## src/pfre_pkg.sv

```systemverilog
// ----------------------------------------------------------------------------
// pfre_pkg
// Shared types and constants for the page frame replacement engine.
// ----------------------------------------------------------------------------
`default_nettype none
package pfre_pkg;
	localparam int MAX_FRAMES = 64;
	localparam int FRAME_W    = $clog2(MAX_FRAMES);
	localparam int CNT_W      = $clog2(MAX_FRAMES + 1);
	localparam int ADDR_BITS  = 32;
	localparam int PAGE_W     = 22;
	localparam int STAMP_W    = 32;
	localparam int TOTAL_W    = 32;
	localparam logic [31:0] LFSR_TAPS = 32'h8020_0003;

	localparam logic [1:0] POL_LRU   = 2'd0;
	localparam logic [1:0] POL_FIFO  = 2'd1;
	localparam logic [1:0] POL_RAND  = 2'd2;
	localparam logic [1:0] POL_CLOCK = 2'd3;

	localparam logic [1:0] REG_POLICY = 2'd0;
	localparam logic [1:0] REG_OFFSET = 2'd1;
	localparam logic [1:0] REG_FRAMES = 2'd2;

	// controller to datapath
	typedef struct packed {
		logic load;      // capture request, start hit search
		logic scan_init; // start victim scan: lru, random remainder or clock hand
		logic scan_step; // one scan step
		logic pick_fast; // fifo victim
		logic commit;    // update frame and counters
	} pfre_cmd_t;

	// datapath to controller
	typedef struct packed {
		logic hit;
		logic scan_done;
	} pfre_sts_t;
endpackage
`default_nettype wire

```

## src/pfre_ctrl.sv

```systemverilog
// ----------------------------------------------------------------------------
// pfre_ctrl
// Sequencer: hit search, victim selection, commit and result handoff.
// ----------------------------------------------------------------------------
`default_nettype none
module pfre_ctrl
	import pfre_pkg::*;
(
	input  wire logic       clk,
	input  wire logic       arst_n,
	input  wire logic       req_valid,
	output logic            req_ready,
	output logic            rsp_valid,
	input  wire logic       rsp_ready,
	input  wire logic [1:0] policy,
	input  pfre_sts_t       sts,
	output pfre_cmd_t       cmd
);
	localparam logic [2:0] ST_IDLE   = 3'd0;
	localparam logic [2:0] ST_LOOKUP = 3'd1;
	localparam logic [2:0] ST_SCAN   = 3'd2;
	localparam logic [2:0] ST_COMMIT = 3'd3;
	localparam logic [2:0] ST_OUT    = 3'd4;

	logic [2:0] state_q, state_d;

	always_comb begin
		state_d = state_q;
		cmd = '0;
		req_ready = 1'b0;
		rsp_valid = 1'b0;
		case (state_q)
			ST_IDLE: begin
				req_ready = 1'b1;
				if (req_valid) begin
					cmd.load = 1'b1;
					state_d = ST_LOOKUP;
				end
			end
			ST_LOOKUP: begin
				if (sts.hit) begin
					state_d = ST_COMMIT;
				end else if (policy == POL_FIFO) begin
					cmd.pick_fast = 1'b1;
					state_d = ST_COMMIT;
				end else begin
					cmd.scan_init = 1'b1;
					state_d = ST_SCAN;
				end
			end
			ST_SCAN: begin
				if (sts.scan_done) begin
					state_d = ST_COMMIT;
				end else begin
					cmd.scan_step = 1'b1;
				end
			end
			ST_COMMIT: begin
				cmd.commit = 1'b1;
				state_d = ST_OUT;
			end
			ST_OUT: begin
				rsp_valid = 1'b1;
				req_ready = rsp_ready;
				if (rsp_ready) begin
					if (req_valid) begin
						cmd.load = 1'b1;
						state_d = ST_LOOKUP;
					end else begin
						state_d = ST_IDLE;
					end
				end
			end
			default: state_d = ST_IDLE;
		endcase
	end

	always_ff @(posedge clk or negedge arst_n) begin
		if (!arst_n) begin
			state_q <= ST_IDLE;
		end else begin
			state_q <= state_d;
		end
	end

`ifndef SYNTHESIS
	a_ready_ctl: assert property (@(posedge clk) disable iff (!arst_n)
		req_ready |-> (state_q == ST_IDLE || state_q == ST_OUT))
		else $error("ready outside idle/out");
	a_commit_out: assert property (@(posedge clk) disable iff (!arst_n)
		cmd.commit |=> rsp_valid)
		else $error("commit not followed by result");
	a_scan_state: assert property (@(posedge clk) disable iff (!arst_n)
		cmd.scan_step |-> state_q == ST_SCAN)
		else $error("scan step outside scan");
`endif
endmodule
`default_nettype wire

```

## config.mk

```make
export PLATFORM = sky130hd
export DESIGN_NAME = pfre_ctrl
export DESIGN_NICKNAME = d
export VERILOG_FILES = /design/src/pfre_pkg.sv /design/src/pfre_ctrl.sv
export SDC_FILE = /design/constraint.sdc
export NUM_CORES = 1
export LEC_CHECK = 0
export BUFFER_PORTS_ARGS = -buffer_cell sky130_fd_sc_hd__clkbuf_2
export CAP_MARGIN = 0
export CORE_AREA = 2 2 39 41
export CTS_BUF_LIST = sky130_fd_sc_hd__clkbuf_8
export CTS_CLUSTER_SIZE = 24
export DETAILED_ROUTE_END_ITERATION = 8
export DIE_AREA = 0 0 41 43
export GPL_TIMING_DRIVEN = 1
export PLACE_DENSITY_LB_ADDON = 0.3
export SLEW_MARGIN = 30
export SYNTH_ARGS = -nofsm -noshare
export SYNTH_HDL_FRONTEND = slang
export SYNTH_SLANG_ARGS = --single-unit
```

## constraint.sdc

```tcl
create_clock -name clk -period 1.23 [get_ports clk]
set_input_delay 0.123 -clock clk [delete_from_list [all_inputs] [get_ports clk]]
set_output_delay 0.123 -clock clk [all_outputs]
set_load 0.01 [all_outputs]
```

==> summary.md, run 1 <==
| Metric | Value |
|---|---|
| Outcome | `complete, but fails checks` |
| Failing checks | `setup timing` |
| Setup violators final | `7` |
| Worst R2R Start | `state_q[1]$_DFFE_PN0P_` |
| Synth unique cells | `22` |
| Final non-filler cell total | `66` |
| Max Freq | `approximately 640 MHz` |
| Post-synthesis average cell area | `9.06 µm²` |
| Final worst setup slack | `-328 ps` |
| Num rows | `14` |
| Total power | `1.27 mW` |
| CP endpoint kind | `primary output` |
| CP Data Arrival Time | `1440 ps` |
| Routed WL | `between 600 and 700 µm` |
| Minimum clock period after layout | `1560 ps` |
| Max Root-Sink Buffers | `2` |
| Dominant cells by area after synthesis | `dfrtp_1, nor3b_2, a21oi_1` |
| Post-synthesis cell area | `263 µm²` |
| GRT Total Usage | `10.2%` |
| Clk sink count | `3` |
| CTS Buf Count | `3` |
| Final Max Tran Viols | `0` |
| Main synth FF type | `dfrtp_1` |
| Pwr dens | `about 2600 nW/µm²` |
| Post-Syn Instances | `29` |
| CP Launch Type | `flop` |
| WHS Path Cells | `3` |
| DRT Pass-1 Iters | `1` |
| Die outline width | `41 µm` |
| Skew final | `0.602 ps` |
| Placer Congestion | `~0.67` |
| Critical path, cell by cell | `or4b_4 -> nor3b_4 -> buf_2` |
| Synth Register Bits | `3` |
| Top cells by count, synth | `a21oi_1, dfrtp_1, nor2_1` |
| IO Port Bufs | `14` |
| Slew Limit Headroom | `86.5%` |
| RSZ-0062 raised after global routing | `true` |
| Delay-heaviest family, CP | `simple AND/OR/NAND/NOR gates` |
| Largest regs | `state_q (3)` |
| WHS | `178 ps` |
| Die H | `43 µm` |
| Area Growth Syn to Fin | `84.8%` |
| Crit path kind | `flop to primary output` |
| Die Footprint | `~1800 µm²` |
| Largest register FFs | `3` |
| Post-synth top area cell | `dfrtp_1` |
| Routed WL per cell | `9.67 µm` |
| P_leak | `0.241 nW` |
| Syn nets | `37` |
| Reg2Reg Depth | `6` |
| Cells after DPL | `about 60` |
| Post-DP HPWL | `around 500 µm` |
| Crit. path cell count | `3` |
| # H-tree levels | `1` |
| Worst hold start | `req_valid` |
| Global-route wire length before repair | `1150 µm` |
| Synth warn | `0` |
| Grt total ovfl | `0` |
| Max stage delay on crit path | `around 540 ps` |
| Req. time, crit path | `around 1100 ps` |
| Worst Hold Class | `input port to flop` |
| CTS tree | `done` |
| Post-synth top area share | `between 20% and 30%` |
| Initial antenna violation count | `0` |
| Share of cells above drive strength 1 | `62.0%` |
| Crit-path max FO | `2` |
| Layout net count | `59` |
| Initial drt markers | `0` |
| Via/cell ratio | `4.29` |
| DR DRC count | `0` |
| Root Driver | `clkbuf_8` |
| IR drop worst, VDD | `around 980 µV` |
| Via Count | `283` |
| Starting Density | `19.0%` |
| Worst reg2reg setup slack | `60 ps` |
| Reg2Reg Capture Point | `state_q[0]$_DFFE_PN0P_` |
| Worst-Margin Slew | `200 ps` |
| Period Utilization, post-route | `127%` |
| Clk slew on worst S/H paths | `30 ps` |
| Final ANT Viol Nets | `0` |
| Largest net degree at the start of global routing | `10` |
| Register area share after synthesis | `about 29%` |
| Clock latency on the worst-skew pair | `220 ps` |
| Post-synth ARST share | `100%` |
| Max-cap viol count | `0` |
| Slowest stage cell, crit path | `or4b_4` |
| Worst path bufs/invs | `1` |
| Vias in the first global route | `291` |
| Ports | `15` |
| Diodes inserted | `0` |
| Finished Core Util | `between 30% and 40%` |
| Final Hold Fails | `0` |
| Biggest register | `state_q` |
| EDFF count, synth | `0` |
| Core Box Area | `1380 µm²` |
| Hold path endpoint | `state_q[0]$_DFFE_PN0P_` |
## kinds of logic after synthesis
family / after synthesis / synth area share (%)
AOI/OAI and AO/OA: 7 / 16.7
DFF: 3 / 28.6
and+or+nand+nor: 14 / 41.0
buffers and inverters: 4 / 10.5
xor gates and xnor gates: 1 / 3.33
## worst max-delay path by stage
| stage | startpoint | end | slack [ps] |
|---|---|---|---|
| finish | state_q[1]$_DFFE_PN0P_ | cmd[1] | -330 |
| global route | state_q[2]$_DFFE_PN0P_ | cmd[1] | -400 |
| CTS | state_q[1]$_DFFE_PN0P_ | cmd[1] | -350 |
| detailed placement | state_q[1]$_DFFE_PN0P_ | cmd[1] | -120 |
| global placement | state_q[1]$_DFFE_PN0P_ | cmd[1] | -100 |
| floorplan | state_q[1]$_DFFE_PN0P_ | cmd[1] | -110 |
## power breakdown
part / total, mW / internal, mW / switching (mW)
clock network: 0.279 / 0.213 / 0.0664
registers: 0.186 / 0.152 / 0.0335
logic: 0.802 / 0.434 / 0.368
total: 1.27 / 0.798 / 0.468
## per-layer routing
metal | wire length, µm | part of all wire (%) | global-route usage (%) | up-vias
met4 | 0 | 0 | 4.00 | 0
met2 | 288 | 45 | 12.8 | 13
met5 | 0 | 0 | 0 | -
li1 | - | - | - | 140
met3 | 62 | 9.7 | 6.28 | 0
met1 | 286 | 45 | 13.5 | 130
## timing repair
action | in CTS | in global routing
pin swaps | 1 | 3
setup buffers | 1 | 1
endpoints found under the hold margin | 3 | 0
resized for setup | 5 | 11
hold buffers | 1 | 0
endpoints found under the setup margin | 7 | 8
## area by class of cell
class | count | area [µm²]
fill | 143 | 898
timing repair buffer | 20 | 133
inverter | 1 | 3.75
clock buffer | 3 | 41.3
multi-input combinational | 22 | 209
tap | 16 | 20.0
clock inverter | 1 | 3.75
sequential | 3 | 75.1
## worst reg2reg max path, cell delays in order (launching register included)
cell and delay (ps):
dfrtp_1 370, buf_4 140, buf_8 130, nor3b_4 170, buf_4 140, nand2_2 50, a2bb2oi_2 110
## metrics by stage
| stage | area [µm²] | setup TNS [ps] | setup WS [ps] |
|---|---|---|---|
| CTS | 445 | -878 | -348 |
| global route | 485 | -1560 | -397 |
| finish | 485 | -1060 | -328 |
| global placement | 358 | -140 | -101 |
| detailed placement | 358 | -158 | -124 |
| floorplan | 273 | -198 | -115 |
## placed cells by master (no fill, tap or decap)
master and count:
dfrtp_1 3, clkbuf_8 3, xnor2_1 1, o21ai_0 1, nor3b_4 2, nand2_2 1
a21o_1 1, nor4b_4 1, nand2b_1 1, nor2b_1 1, nand3b_1 1, buf_2 5
nor2_1 3, or4b_4 1, a211oi_4 1, a2bb2oi_2 1, buf_6 2, and2_1 1
clkbuf_2 9, buf_4 2, buf_8 1, dlygate4sd3_1 1, a21oi_1 3, inv_1 2
nand2b_2 1, and3b_2 1
Power figures use the tool's default switching activity.
==> run 2, diff against run 1 <==
--- a/config.mk
+++ b/config.mk
@@ -6,7 +6,6 @@
 export NUM_CORES = 1
 export LEC_CHECK = 0
 export BUFFER_PORTS_ARGS = -buffer_cell sky130_fd_sc_hd__clkbuf_2
-export CAP_MARGIN = 0
 export CORE_AREA = 2 2 39 41
 export CTS_BUF_LIST = sky130_fd_sc_hd__clkbuf_8
 export CTS_CLUSTER_SIZE = 24
@@ -14,6 +13,7 @@
 export DIE_AREA = 0 0 41 43
 export GPL_TIMING_DRIVEN = 1
 export PLACE_DENSITY_LB_ADDON = 0.3
+export SKIP_CTS_REPAIR_TIMING = 1
 export SLEW_MARGIN = 30
 export SYNTH_ARGS = -nofsm -noshare
 export SYNTH_HDL_FRONTEND = slang
==> summary.md, run 2 (synthesis results as in run 1) <==
| Metric | Value |
|---|---|
| Req. time, crit path | `1110 ps` |
| Die outline width | `41 µm` |
| P_int | `832 µW` |
| Final Hold Fails | `0` |
| # H-tree levels | `1` |
| Most common cell after layout, fill and taps aside | `clkbuf_2` |
| CP endpoint kind | `primary output` |
| Max-cap viol count | `0` |
| Worst Hold Class | `input port to flop` |
| Area Growth Syn to Fin | `90.0%` |
| P_leak | `between 0.2 and 0.25 nW` |
| Clk slew on worst S/H paths | `30 ps` |
| Clock network power share | `21.3%` |
| Failing checks | `setup timing` |
| IO Port Bufs | `14` |
| Largest net degree at the start of global routing | `10` |
| Period Utilization, post-route | `127%` |
| Largest register FFs | `3` |
| Layout net count | `60` |
| Skew final | `about 0.6 ps` |
| Setup violators final | `9` |
| IR drop worst, VDD | `~980 µV` |
| Initial drt markers | `3` |
| Die H | `approximately 43 µm` |
| Final Max Tran Viols | `0` |
| Most frequent cells in the layout | `clkbuf_2, buf_2` |
| Global-route wire length before repair | `1120 µm` |
| Pwr dens | `2620 nW/µm²` |
| DR DRC count | `0` |
| Placed Area | `between 300 and 400 µm²` |
| Fillers | `144` |
| Biggest register | `state_q` |
| Max stage delay on crit path | `roughly 540 ps` |
| Via/cell ratio | `around 4.2` |
| Max Freq | `641 MHz` |
| Slowest stage cell, crit path | `or4b_4` |
| Clk sink count | `3` |
| Share of cells above drive strength 1 | `62.7%` |
| Grt total ovfl | `0` |
| Num rows | `14` |
| Via Count | `approximately 280` |
| Routed WL | `approximately 660 µm` |
| Crit path kind | `flop to primary output` |
| Post-route cell area | `499 µm²` |
| Post-DP HPWL | `506 µm` |
| RSZ-0062 raised after global routing | `true` |
| Slew Limit Headroom | `just under 90%` |
| Ports | `15` |
| Core Box Area | `~1400 µm²` |
| Max Root-Sink Buffers | `2` |
| Met3 usage | `6.28%` |
| M1 GR Usage | `12.3%` |
| CTS Buf Count | `3` |
| Placer Congestion | `0.672` |
| Starting Density | `19.0%` |
| Vias in the first global route | `288` |
| Largest regs | `state_q (3)` |
| Worst-Margin Slew | `201 ps` |
| Root Driver | `clkbuf_8` |
| CP Data Arrival Time | `between 1000 and 1500 ps` |
| Minimum clock period after layout | `~1600 ps` |
| CTS tree | `done` |
| GR peak layer | `met2` |
| Initial antenna violation count | `0` |
| Outcome | `complete, but fails checks` |
| CP Launch Type | `flop` |
| Die Footprint | `1760 µm²` |
| Psw | `477 µW` |
| Diodes inserted | `0` |
| Clock latency on the worst-skew pair | `220 ps` |
| Routed WL per cell | `9.79 µm` |
| DRT Pass-1 Iters | `2` |
| Crit-path max FO | `2` |
| Finished Core Util | `36.1%` |
| Comb pwr share | `about 64%` |
| Final worst setup slack | `-329 ps` |
| Delay-heaviest family, CP | `simple AND/OR/NAND/NOR gates` |
| Final ANT Viol Nets | `0` |
| GRT Total Usage | `9.85%` |
| Met2 Use GR | `13.1%` |
| WHS | `170 ps` |
| Sw Share | `36.5%` |
| Worst path bufs/invs | `1` |
| Power share of the sequential group | `14.3%` |
| Critical path, cell by cell | `or4b_4 -> nor3b_4 -> buf_2` |
run 2: power groups by stage:
stage	clock network (mW)	logic (mW)	registers, mW
floorplan	0	0.455	0.167
detailed placement	0	0.578	0.184
global route	0.303	0.928	0.193
finish	0.279	0.844	0.187
CTS	0.285	0.583	0.182
global placement	0	0.582	0.181
run 2: path summary, 6_finish.rpt:
kind | startpoint | endpoint | slack [ps] | depth (start not counted)
max | state_q[1]$_DFFE_PN0P_ | cmd[1] | -330 | 3
min | req_valid | state_q[0]$_DFFE_PN0P_ | 170 | 3
max reg2reg | state_q[1]$_DFFE_PN0P_ | state_q[0]$_DFFE_PN0P_ | -100 | 7
min reg2reg | state_q[2]$_DFFE_PN0P_ | state_q[1]$_DFFE_PN0P_ | 620 | 2
max in group asynchronous | arst_n | state_q[2]$_DFFE_PN0P_ | 870 | 2
min in group asynchronous | arst_n | state_q[1]$_DFFE_PN0P_ | 250 | 2
run 2: layout make-up:
type | count | area, µm² | area share, %
multi-input combinational | 22 | 209 | 41.9
timing repair buffer | 21 | 146 | 29.3
sequential | 3 | 75.1 | 15.0
clock buffer | 3 | 41.3 | 8.27
tap | 16 | 20.0 | 4.01
clock inverter | 1 | 3.75 | 0.752
inverter | 1 | 3.75 | 0.752
run 2: metal layers:
layer	wire length, µm	part of all wire, %	up-vias
li1	-	-	145
met1	305	46	126
met2	296	45	13
met3	54	8.2	0
met4	0	0	0
met5	0	0	-
run 2: worst reg2reg max path, delay by kind of cell (launching register included):
kind,cells,cell delay [ps]
AOI/OAI and AO/OA,1,110
and+or+nand+nor,2,240
buffers and inverters,4,540
DFF,1,370
run 2: metrics by stage:
stage	instances	setup slack, ps	TNS, ps	power (mW)
after floorplan	29	-115	-198	0.623
after global placement	59	-101	-140	0.763
after detailed placement	59	-124	-158	0.762
after CTS	63	-348	-1150	1.05
after global routing	67	-397	-1930	1.42
final	67	-329	-1310	1.31
